### config.mk
export PLATFORM = sky130hd
export DESIGN_NAME = base64_stream_codec
export DESIGN_NICKNAME = d
export VERILOG_FILES = /design/src/rtl/core/b64sc_pkg.sv /design/src/rtl/core/base64_stream_codec.sv /design/src/rtl/core/b64sc_front.sv /design/src/rtl/core/b64sc_queue.sv /design/src/rtl/core/b64sc_back.sv
export SDC_FILE = /design/constraint.sdc
export NUM_CORES = 1
export LEC_CHECK = 0
export ABC_AREA = 0
export BUFFER_PORTS_ARGS = -buffer_cell sky130_fd_sc_hd__buf_4
export CAP_MARGIN = 10
export CORE_AREA = 2 2 106 108
export CTS_CLUSTER_DIAMETER = 120
export DETAILED_ROUTE_END_ITERATION = 8
export DIE_AREA = 0 0 108 110
export HOLD_SLACK_MARGIN = 0.15
export PLACE_DENSITY = 0.81
export SYNTH_ARGS = -nofsm -noshare
export SYNTH_HDL_FRONTEND = slang
export SYNTH_SLANG_ARGS = --single-unit
### constraint.sdc
create_clock -name aclk -period 3.9 [get_ports aclk]
set_input_delay 0.195 -clock aclk [delete_from_list [all_inputs] [get_ports aclk]]
set_output_delay 0.195 -clock aclk [all_outputs]
set_load 0.02 [all_outputs]
### src/rtl/core/b64sc_pkg.sv
// Shared types, constants and alphabet helpers for the base64 stream codec.
// No dependencies; imported by the front, queue, back and top modules.
package b64sc_pkg;

    localparam logic MODE_ENCODE = 1'b0;
    localparam logic MODE_DECODE = 1'b1;

    localparam logic [7:0] CHAR_UPPER_A = 8'h41;
    localparam logic [7:0] CHAR_UPPER_Z = 8'h5A;
    localparam logic [7:0] CHAR_LOWER_A = 8'h61;
    localparam logic [7:0] CHAR_LOWER_Z = 8'h7A;
    localparam logic [7:0] CHAR_DIGIT_0 = 8'h30;
    localparam logic [7:0] CHAR_DIGIT_9 = 8'h39;
    localparam logic [7:0] CHAR_PLUS    = 8'h2B;
    localparam logic [7:0] CHAR_SLASH   = 8'h2F;
    localparam logic [7:0] CHAR_PAD     = 8'h3D;

    localparam logic [6:0] VALUE_INVALID = 7'd64;

    // One queue entry: up to four result items from one input item.
    typedef struct packed {
        logic [3:0][7:0] data;
        logic [1:0]      cnt_m1;
        logic            last;
        logic            has_data;
        logic            halted;
    } b64sc_cmd_t;

    function automatic logic [7:0] b64sc_enc_char(input logic [5:0] v);
        logic [7:0] ve;
        ve = {2'b00, v};
        if (v < 6'd26)      return CHAR_UPPER_A + ve;
        else if (v < 6'd52) return CHAR_LOWER_A + ve - 8'd26;
        else if (v < 6'd62) return CHAR_DIGIT_0 + ve - 8'd52;
        else if (v == 6'd62) return CHAR_PLUS;
        else                return CHAR_SLASH;
    endfunction

    function automatic logic [6:0] b64sc_dec_value(input logic [7:0] c);
        logic [7:0] d;
        d = 8'd0;
        if (c >= CHAR_UPPER_A && c <= CHAR_UPPER_Z) begin
            d = c - CHAR_UPPER_A;
            return d[6:0];
        end else if (c >= CHAR_LOWER_A && c <= CHAR_LOWER_Z) begin
            d = c - CHAR_LOWER_A + 8'd26;
            return d[6:0];
        end else if (c >= CHAR_DIGIT_0 && c <= CHAR_DIGIT_9) begin
            d = c - CHAR_DIGIT_0 + 8'd52;
            return d[6:0];
        end else if (c == CHAR_PLUS) begin
            return 7'd62;
        end else if (c == CHAR_SLASH) begin
            return 7'd63;
        end else begin
            return VALUE_INVALID;
        end
    endfunction

endpackage

### src/rtl/core/base64_stream_codec.sv
// Base64 encoder/decoder, standard alphabet, one item per cycle at the input.
// Latency: an accepted item is written into the queue, then its first result item is loaded into the output register.
// Throughput: one input item per cycle while the queue has room; the output
// port moves one result item per cycle while m_tready is high. Encoding gives one or two result items
// per byte (three or four on a final byte that needs padding) and decoding at most one per character.
// Reset: mode returns to encode, message state clears, queue and output empty.
module base64_stream_codec #(
    parameter int QUEUE_DEPTH = 2
) (
    input  logic       aclk,
    input  logic       aresetn,
    input  logic       cfg_wr_en,
    input  logic       cfg_wr_data,    // mode
    input  logic       s_tvalid,
    output logic       s_tready,
    input  logic [7:0] s_tdata,        // in_byte
    input  logic       s_tlast,
    output logic       m_tvalid,
    input  logic       m_tready,
    output logic [7:0] m_tdata,        // out_byte
    output logic       m_tlast,
    output logic [1:0] m_tuser         // {halted, has_data}
);
    import b64sc_pkg::*;

    b64sc_cmd_t push_cmd, head_cmd;
    logic       push, full, pop, head_valid, in_accept;

    assign s_tready = !full;
    assign in_accept = s_tvalid && s_tready;

    b64sc_front u_front (
        .aclk       (aclk),
        .aresetn    (aresetn),
        .cfg_wr_en  (cfg_wr_en),
        .cfg_wr_data(cfg_wr_data),
        .in_accept  (in_accept),
        .in_byte    (s_tdata),
        .in_last    (s_tlast),
        .push       (push),
        .push_cmd   (push_cmd)
    );

    b64sc_queue #(
        .DEPTH(QUEUE_DEPTH)
    ) u_queue (
        .aclk      (aclk),
        .aresetn   (aresetn),
        .push      (push),
        .push_cmd  (push_cmd),
        .full      (full),
        .pop       (pop),
        .head_valid(head_valid),
        .head_cmd  (head_cmd)
    );

    b64sc_back u_back (
        .aclk      (aclk),
        .aresetn   (aresetn),
        .head_valid(head_valid),
        .head_cmd  (head_cmd),
        .pop       (pop),
        .m_tvalid  (m_tvalid),
        .m_tready  (m_tready),
        .m_tdata   (m_tdata),
        .m_tlast   (m_tlast),
        .m_tuser   (m_tuser)
    );

endmodule

### src/rtl/core/b64sc_front.sv
// Front end: holds mode and message state, takes one input item per cycle when
// accepted, pushing a queue entry (decode: byte or last). Depends on b64sc_pkg.
module b64sc_front (
    input  logic                  aclk,
    input  logic                  aresetn,
    input  logic                  cfg_wr_en,
    input  logic                  cfg_wr_data,
    input  logic                  in_accept,
    input  logic [7:0]            in_byte,
    input  logic                  in_last,
    output logic                  push,
    output b64sc_pkg::b64sc_cmd_t push_cmd
);
    import b64sc_pkg::*;

    logic        mode_reg;
    logic [11:0] acc_reg, acc_next;
    logic [2:0]  pend_reg, pend_next;
    logic [1:0]  cm_reg, cm_next;
    logic        stop_reg, stop_next;

    logic [5:0]  keep;
    logic [11:0] enc_acc;
    logic [5:0]  e_c0, e_c1, e_left;
    logic [1:0]  e_nchar;
    logic [2:0]  e_pend;
    logic [1:0]  cm1, cm2, pad;
    logic        has_left;
    logic [2:0]  total;
    logic [6:0]  dv;
    logic [11:0] dec_acc;
    logic [3:0]  dp;
    logic        emit;
    logic [2:0]  d_pend;
    logic [7:0]  d_byte;

    always_comb begin
        keep = acc_reg[5:0] & 6'((7'd1 << pend_reg) - 7'd1);

        enc_acc = {keep[3:0], in_byte};
        e_c1 = 6'd0;
        case (pend_reg)
            3'd2: begin
                e_c0 = enc_acc[9:4];
                e_nchar = 2'd1;
                e_pend = 3'd4;
            end
            3'd4: begin
                e_c0 = enc_acc[11:6];
                e_c1 = enc_acc[5:0];
                e_nchar = 2'd2;
                e_pend = 3'd0;
            end
            default: begin
                e_c0 = enc_acc[7:2];
                e_nchar = 2'd1;
                e_pend = 3'd2;
            end
        endcase
        e_left = (e_pend == 3'd4) ? {enc_acc[3:0], 2'b00} : {enc_acc[1:0], 4'b0000};
        has_left = in_last && (e_pend != 3'd0);
        cm1 = cm_reg + e_nchar;
        cm2 = cm1 + {1'b0, has_left};
        pad = in_last ? (2'd0 - cm2) : 2'd0;
        total = {1'b0, e_nchar} + {2'b00, has_left} + {1'b0, pad};

        dv = b64sc_dec_value(in_byte);
        dec_acc = {keep, dv[5:0]};
        dp = {1'b0, pend_reg} + 4'd6;
        emit = !stop_reg && !dv[6] && (dp >= 4'd8);
        d_pend = emit ? 3'(dp - 4'd8) : dp[2:0];
        case (d_pend)
            3'd2:    d_byte = dec_acc[9:2];
            3'd4:    d_byte = dec_acc[11:4];
            default: d_byte = dec_acc[7:0];
        endcase

        acc_next = acc_reg;
        pend_next = pend_reg;
        cm_next = cm_reg;
        stop_next = stop_reg;
        push_cmd = '0;
        push_cmd.last = in_last;

        if (mode_reg == MODE_ENCODE) begin
            push = in_accept;
            push_cmd.data[0] = b64sc_enc_char(e_c0);
            push_cmd.data[1] = (e_nchar == 2'd2) ? b64sc_enc_char(e_c1) :
                               has_left ? b64sc_enc_char(e_left) : CHAR_PAD;
            push_cmd.data[2] = CHAR_PAD;
            push_cmd.data[3] = CHAR_PAD;
            push_cmd.cnt_m1 = (total > 3'd4) ? 2'd3 : 2'(total - 3'd1);
            push_cmd.has_data = 1'b1;
            acc_next = enc_acc;
            pend_next = e_pend;
            cm_next = cm1;
        end else begin
            push = in_accept && (emit || in_last);
            push_cmd.data[0] = emit ? d_byte : 8'd0;
            push_cmd.has_data = emit;
            push_cmd.halted = !emit && (stop_reg || dv[6]);
            if (!stop_reg) begin
                if (dv[6]) begin
                    stop_next = 1'b1;
                end else begin
                    acc_next = dec_acc;
                    pend_next = d_pend;
                end
            end
        end

        if (in_last) begin
            acc_next = 12'd0;
            pend_next = 3'd0;
            cm_next = 2'd0;
            stop_next = 1'b0;
        end
    end

    always_ff @(posedge aclk) begin
        if (!aresetn) begin
            mode_reg <= MODE_ENCODE;
            acc_reg <= 12'd0;
            pend_reg <= 3'd0;
            cm_reg <= 2'd0;
            stop_reg <= 1'b0;
        end else if (cfg_wr_en) begin
            mode_reg <= cfg_wr_data;
            acc_reg <= 12'd0;
            pend_reg <= 3'd0;
            cm_reg <= 2'd0;
            stop_reg <= 1'b0;
        end else if (in_accept) begin
            acc_reg <= acc_next;
            pend_reg <= pend_next;
            cm_reg <= cm_next;
            stop_reg <= stop_next;
        end
    end

endmodule

### src/rtl/core/b64sc_queue.sv
// Short FIFO of queue entries between the front and back ends.
// Depends on b64sc_pkg.
module b64sc_queue #(
    parameter int DEPTH = 2
) (
    input  logic                  aclk,
    input  logic                  aresetn,
    input  logic                  push,
    input  b64sc_pkg::b64sc_cmd_t push_cmd,
    output logic                  full,
    input  logic                  pop,
    output logic                  head_valid,
    output b64sc_pkg::b64sc_cmd_t head_cmd
);
    import b64sc_pkg::*;

    localparam int PW = (DEPTH > 1) ? $clog2(DEPTH) : 1;
    localparam int CW = $clog2(DEPTH + 1);

    b64sc_cmd_t    mem [DEPTH];
    logic [PW-1:0] wr_ptr_reg, rd_ptr_reg;
    logic [CW-1:0] count_reg;
    logic          do_push, do_pop;

    assign full = (count_reg == CW'(DEPTH));
    assign head_valid = (count_reg != '0);
    assign head_cmd = mem[rd_ptr_reg];
    assign do_push = push && !full;
    assign do_pop = pop && head_valid;

    always_ff @(posedge aclk) begin
        if (do_push) begin
            mem[wr_ptr_reg] <= push_cmd;
        end
    end

    always_ff @(posedge aclk) begin
        if (!aresetn) begin
            wr_ptr_reg <= '0;
            rd_ptr_reg <= '0;
            count_reg <= '0;
        end else begin
            if (do_push) begin
                wr_ptr_reg <= (wr_ptr_reg == PW'(DEPTH - 1)) ? '0 : wr_ptr_reg + 1'b1;
            end
            if (do_pop) begin
                rd_ptr_reg <= (rd_ptr_reg == PW'(DEPTH - 1)) ? '0 : rd_ptr_reg + 1'b1;
            end
            if (do_push && !do_pop) begin
                count_reg <= count_reg + 1'b1;
            end else if (do_pop && !do_push) begin
                count_reg <= count_reg - 1'b1;
            end
        end
    end

endmodule

### src/rtl/core/b64sc_back.sv
// Back end: walks the head queue entry one result item per cycle, while the
// output is not stalled, into the output register. Depends on b64sc_pkg.
module b64sc_back (
    input  logic                  aclk,
    input  logic                  aresetn,
    input  logic                  head_valid,
    input  b64sc_pkg::b64sc_cmd_t head_cmd,
    output logic                  pop,
    output logic                  m_tvalid,
    input  logic                  m_tready,
    output logic [7:0]            m_tdata,
    output logic                  m_tlast,
    output logic [1:0]            m_tuser
);
    import b64sc_pkg::*;

    logic       valid_reg;
    logic [1:0] idx_reg;
    logic [7:0] data_reg;
    logic       last_reg;
    logic [1:0] user_reg;
    logic       load, final_slot;

    assign load = head_valid && (!valid_reg || m_tready);
    assign final_slot = (idx_reg == head_cmd.cnt_m1);
    assign pop = load && final_slot;

    always_ff @(posedge aclk) begin
        if (!aresetn) begin
            valid_reg <= 1'b0;
            idx_reg <= 2'd0;
        end else begin
            if (load) begin
                valid_reg <= 1'b1;
                idx_reg <= final_slot ? 2'd0 : idx_reg + 2'd1;
            end else if (m_tready) begin
                valid_reg <= 1'b0;
            end
        end
    end

    always_ff @(posedge aclk) begin
        if (load) begin
            data_reg <= head_cmd.data[idx_reg];
            last_reg <= head_cmd.last && final_slot;
            user_reg <= {head_cmd.halted, head_cmd.has_data};
        end
    end

    assign m_tvalid = valid_reg;
    assign m_tdata = data_reg;
    assign m_tlast = last_reg;
    assign m_tuser = user_reg;

endmodule
==> impl_metrics.csv, run 1 <==
group,metric,value,unit
sta,report.final.slew_viol_count,0,
pwr,power,0.00278,W
clocking,clock_path_buffers,2,
synthesis,synth_mux_area_share,6.45,%
critical_path,cp_max_fo,11,
final_layout,diodes,0,
drt,wl_met2,7370,um
synthesis,synth-xor-area-share,4.86,%
clocking,cts_num_sinks,75,
die,dieArea,11900,sq um
die,num_rows,38,
synthesis,synth_cell_types,76,
global_route,antenna_found_initial,0,
critical_path,path_delay_family,"compound AO/OA/AOI/OAI gates",
critical_path,worst_path_largest_cell_delay,0.47,ns
outcome,outcome,"completed",
synthesis,syn_nets,678,
synthesis,synth-seq-cells,75,
critical_path,worstSetupEndpointType,"register",
pwr,powerDensity,437,nW/um^2
die,core-area,10700,sq um
die,start_util,53.6,%
synthesis,syn_area,5740,sq um
pwr,irDropWorstVdd,0.000320,V
drt,wl_met3,623,um
sta,setup_slack,0.209,ns
global_route,grt_pass1_wl,23200,um
sta,tightest_slew,0.741,ns
drt,routedWlPerCell,18.3,um
synthesis,synth-simple-area-share,17.0,%
placed_design,place_hpwl,10900,um
die,die_w,108,um
final_layout,final_common_cell,"edfxtp_1",
synthesis,synth_fa_ha_area_share,9.94,%
min_path,holdPathStages,1,
synthesis,synth-compound-area-share,20.6,%
placed_design,post-place-ws,0.170,ns
critical_path,path_buf_inv,4,
drt,wl_met1,6080,um
global_route,grt_usage,25.2,%
drt,routed_wl,14300,um
pwr,leakagePower,2.40,nW
critical_path,reg2regPathDepth,14,
final_layout,mostFrequentLayoutCells,"edfxtp_1 (55), nand2_1 (49), nor2_1 (46)",
critical_path,critPathArrivalTime,3.79,ns
flow_run,maxCapViolCount,0,
synthesis,synth_top_family_by_area,"compound AO/OA/AOI/OAI gates",
min_path,hold_class,"input pin to register",
drt,drt-vias-per-instance,6.16,
critical_path,crit_cells,14,
sta,fin_crit_sh,94.6,%
final_layout,drive_gt1_share,14.3,%
drt,final_antenna_net_count,0,
sta,setup-violations-final,0,
final_layout,area_growth,10.8,%
critical_path,worstPathCellList,"inv_1, ha_1, inv_1, ha_1, nor2b_1, a211oi_1, or2_1, inv_1, ha_1, nor2b_2, buf_4, nand3_1, a21boi_0, o32ai_1",
synthesis,synth.avg_cell_area,9.28,sq um
drt,via_count,4832,
clocking,clock_latency,0.35,ns
sta,hold_viol,0,
synthesis,ys_warn_count,0,
synthesis,synth_edf_count,55,
final_layout,largest_reg_flops,44,
final_layout,fill_cells,922,
synthesis,yosysSeqAreaShare,35.8,%
sta,slew_headroom,50.1,%
placed_design,place.gp.congestion,0.932,
critical_path,worst_path_max_delay_cell,"a211oi_1",
clocking,clockRootBuffer,"clkbuf_8",
drt,drt_iter0_markers,457,
placed_design,portBuffers,27,
sta,fmax,271,MHz
drt,firstDrtPassIters,5,
synthesis,synth_cells,618,
drt,post-route-drc-count,0,
critical_path,crit_required,4.00,ns
synthesis,ys.flop_type,"edfxtp_1",
critical_path,crit_type,"register to register",
drt,top_layer,"met4",
synthesis,ys_async_sr_fraction,0,%
final_layout,utilization,59.4,%
global_route,grt_pass1_vias,4732,
sta,skew,0.00823,ns
final_layout,layout.nets,699,
clocking,cts_tree,"done",
clocking,cts_buffers,9,
critical_path,start_kind,"register",
clocking,htreeDepth,3,
die,dieHeight,110,um
global_route,grt_max_degree,33,
sta,period_needed,3.69,ns
clocking,clk_pin_slew_worst_paths,0.09,ns
global_route,overflow,0,
die,io_pins,28,
## metrics by stage
step                      hold slack, ns  cells  instance area (sq um)  setup TNS (ns)
final                              0.167    784                   6350               0
after global routing               0.156    784                   6350         -0.0421
after CTS                          0.154    784                   6330               0
after detailed placement           0.470    764                   6090               0
after global placement             0.453    764                   6090               0
after floorplan                    0.294    618                   5740               0
## logic make-up (layout without fill, tap and decap cells)
kind of cell,after synthesis,after routing
AO/OA/AOI/OAI,167,167
XOR/XNOR,31,31
adder cells (fa/ha/maj),45,45
buffers and inverters,78,104
flip-flops,75,75
multiplexers,26,26
other,1,1
AND/OR/NAND/NOR,195,195
## report_power, final
part           internal [W]  switching (W)  total, W
registers           0.00108      0.0000750   0.00116
clock network      0.000279       0.000305  0.000584
logic              0.000437       0.000597   0.00103
total               0.00180       0.000977   0.00278
## timing repair
| action | in CTS | in global routing |
|---|---|---|
| hold endpoints to repair | 8 | 0 |
| endpoints found under the setup margin | 0 | 16 |
| hold buffers | 4 | 0 |
| resized for setup | 0 | 4 |
| buffers inserted | 0 | 0 |
## final timing paths
check / start / slack (ns) / end
worst min-delay path: s_tlast / 0.17 / u_queue.mem[0][2]
worst max-delay path: u_front.pend_reg[2] / 0.21 / u_queue.mem[1][8]
worst min register to register: u_front.acc_reg[0] / 0.51 / u_front.acc_reg[0]
worst max register to register: u_front.pend_reg[2] / 0.21 / u_queue.mem[1][8]
## worst reg2reg max path, cell delays in order (launching register included)
cell	delay (ns)
dfxtp_2	0.38
inv_1	0.16
ha_1	0.33
inv_1	0.15
ha_1	0.32
nor2b_1	0.07
a211oi_1	0.47
or2_1	0.24
inv_1	0.09
ha_1	0.24
nor2b_2	0.19
buf_4	0.17
nand3_1	0.08
a21boi_0	0.11
o32ai_1	0.46
## synthesized netlist by cell type, types with 8 or more instances
cell type,count,area (sq um)
o211ai_1,11,82.6
xnor2_1,23,201
a31oi_1,17,106
edfxtp_1,55,1650
o21ai_0,31,155
mux2i_1,10,100
inv_1,39,146
nand3_1,16,80.1
ha_1,44,551
nand2b_1,9,56.3
a21oi_1,31,155
mux4_2,8,180
and2_1,9,56.3
dfxtp_1,20,400
nor3_1,16,80.1
clkbuf_1,27,101
nand2_1,49,184
nor2b_1,20,125
a211oi_1,8,60.1
mux2_2,8,90.1
nor2_1,46,173
a221oi_1,9,78.8
## layout make-up
| type | count | area, sq um | share of cell area [%] |
|---|---|---|---|
| Inverter | 40 | 150 | 2.36 |
| Multi-Input combinational cell | 465 | 3400 | 53.6 |
| Tap cell | 140 | 175 | 2.76 |
| Sequential cell | 75 | 2050 | 32.3 |
| Clock inverter | 6 | 52.6 | 0.827 |
| Timing Repair Buffer | 48 | 370 | 5.83 |
| Clock buffer | 10 | 149 | 2.34 |
## per-layer routing
metal,vias up,global-route usage [%]
met2,142,45.0
met5,-,0
met3,20,3.17
met4,0,8.06
li1,2336,-
met1,2334,32.0
(Power assumes the default switching activity.)
==> run 2: changes to the inputs <==
==> constraint.sdc (replaced) <==
create_clock -name aclk -period 3.9 [get_ports aclk]
set_input_delay 0.39 -clock aclk [delete_from_list [all_inputs] [get_ports aclk]]
set_output_delay 0.39 -clock aclk [all_outputs]
set_load 0.02 [all_outputs]
==> run 2 against run 1 <==
Against the previous run:
- routed wire length grew 1.2%
- global-route usage up 0.44 points
- first-iteration DRC count down 21%
- clock-buffer cell count rose by 1
- sequential cell count is the same
- maximum frequency grew 0.15%
- critical path depth down 2
- sequential power about the same
- clock power increased by 18%
- total power rose by 3.4%
- setup slack gained 0.0054 ns
- clock skew is 0.0059 ns higher
==> impl_metrics.csv, run 2 (synthesis results as in run 1) <==
group,metric,value,unit
pwr,leakagePower,2.41,nW
pwr,power,0.00287,W
clocking,cts_tree,"done",
pwr,p_switching,0.000978,W
pwr,p_comb_share,35.6,%
drt,firstDrtPassIters,5,
pwr,power_frac_clock,23.9,%
final_layout,utilization,59.5,%
pwr,p_int,0.00189,W
placed_design,portBuffers,27,
sta,period_needed,3.69,ns
pwr,powerDensity,451,nW/um^2
final_layout,drive_gt1_share,14.8,%
drt,drt-vias-per-instance,6.25,
clocking,cts_buffers,9,
global_route,grt_max_degree,33,
drt,routedWlPerCell,18.6,um
die,dieArea,11900,sq um
drt,routed_wl,14500,um
sta,hold_viol,0,
sta,skew,0.0141,ns
critical_path,rr_startpoint,"u_front.pend_reg[2]",
die,io_pins,28,
final_layout,final_common_cell,"edfxtp_1",
final_layout,layout.nets,695,
critical_path,start_kind,"register",
drt,post-route-drc-count,0,
drt,via_count,4872,
clocking,clockRootBuffer,"clkbuf_8",
sta,fin_crit_sh,94.5,%
final_layout,largest_reg_flops,44,
min_path,min_from,"cfg_wr_data",
global_route,overflow,0,
outcome,outcome,"completed",
placed_design,place.gp.congestion,0.936,
critical_path,critPathArrivalTime,3.77,ns
placed_design,place_hpwl,10800,um
clocking,hold_buffers,0,
clocking,clk_pin_slew_worst_paths,0.08,ns
sta,rsz0062_at_grt,"no",
sta,slew_headroom,26.5,%
critical_path,crit_required,3.98,ns
clocking,clock_path_buffers,2,
sta,fmax,271,MHz
die,core-area,10700,sq um
drt,final_antenna_net_count,0,
sta,setup_tns,0,ns
die,die_w,108,um
global_route,grt_pass1_vias,4654,
global_route,grt_usage,25.7,%
clocking,clock_latency,0.35,ns
sta,setup-violations-final,0,
final_layout,mostFrequentLayoutCells,"edfxtp_1 (55), nand2_1 (49), nor2_1 (45)",
die,start_util,53.6,%
global_route,grt_pass1_wl,23500,um
final_layout,fill_cells,926,
drt,drt_iter0_markers,360,
final_layout,diodes,0,
die,dieHeight,110,um
critical_path,cp_max_fo,14,
pwr,swShare,34.1,%
min_path,hold_class,"input pin to register",
critical_path,crit_type,"register to register",
clocking,cts_num_sinks,75,
pwr,irDropWorstVdd,0.000340,V
global_route,antenna_found_initial,0,
pwr,seqPwrFrac,40.5,%
sta,report.final.slew_viol_count,0,
die,num_rows,38,
final_layout,area_growth,10.9,%
critical_path,critPathLaunch,"u_front.pend_reg[2]",
flow_run,maxCapViolCount,0,
clocking,htreeDepth,3,
critical_path,worstSetupEndpointType,"register",
sta,tightest_slew,1.10,ns
## run 2: power groups by stage
stage,Sequential [W],Clock [W],Combinational (W)
global placement,0.00117,0,0.000969
finish,0.00116,0.000687,0.00102
CTS,0.00116,0.000690,0.00101
floorplan,0.00123,0,0.000643
global route,0.00118,0.000726,0.00112
detailed placement,0.00118,0,0.00100
## run 2: final timing paths
kind / slack [ns] / endpoint / cells past startpoint
max reg2reg: 0.21 / u_queue.mem[0][8] / 12
min: 0.30 / u_front.mode_reg / 3
max: 0.21 / u_queue.mem[0][8] / 12
min reg2reg: 0.51 / u_front.acc_reg[0] / 2
## run 2: cell type report
cell class                      count  area, sq um  share of cell area [%]
Inverter                           40          150                    2.36
Clock inverter                      5         63.8                    1.00
Timing Repair Buffer               44          330                    5.19
Clock buffer                       11          174                    2.73
Sequential cell                    75         2050                    32.3
Multi-Input combinational cell    465         3420                    53.7
Tap cell                          140          175                    2.75
## run 2: through the flow
stage	instances	hold WS, ns	instance area (sq um)	setup WS (ns)
after floorplan	618	0.449	5740	0.317
after CTS	780	0.296	6330	0.0877
after global placement	764	0.485	6090	0.361
after detailed placement	764	0.498	6090	0.113
final	780	0.301	6360	0.214
after global routing	780	0.302	6360	0.0353
## run 2: metal layers
metal  vias up  track usage, %  routed length [um]
li1       2322               -                   -
met1      2380            32.7                6140
met2       150            44.8                7450
met3        20            3.76                 697
met4         0            9.07                 235
met5         -               0                   0
## run 2: worst max-delay path, cell delays in order (launching register included)
cell and delay (ns):
dfxtp_2 0.38, inv_1 0.15, ha_1 0.32, inv_1 0.16
ha_1 0.23, xor2_1 0.20, a221oi_1 0.46, nor2_2 0.15
ha_1 0.23, o2111ai_1 0.15, o221ai_4 0.27, a21boi_0 0.21
o32ai_1 0.50
## run 2: timing repair
| action | in CTS | in global routing |
|---|---|---|
| endpoints found under the setup margin | 0 | 16 |
| resized for setup | 0 | 7 |
| buffers inserted | 0 | 0 |
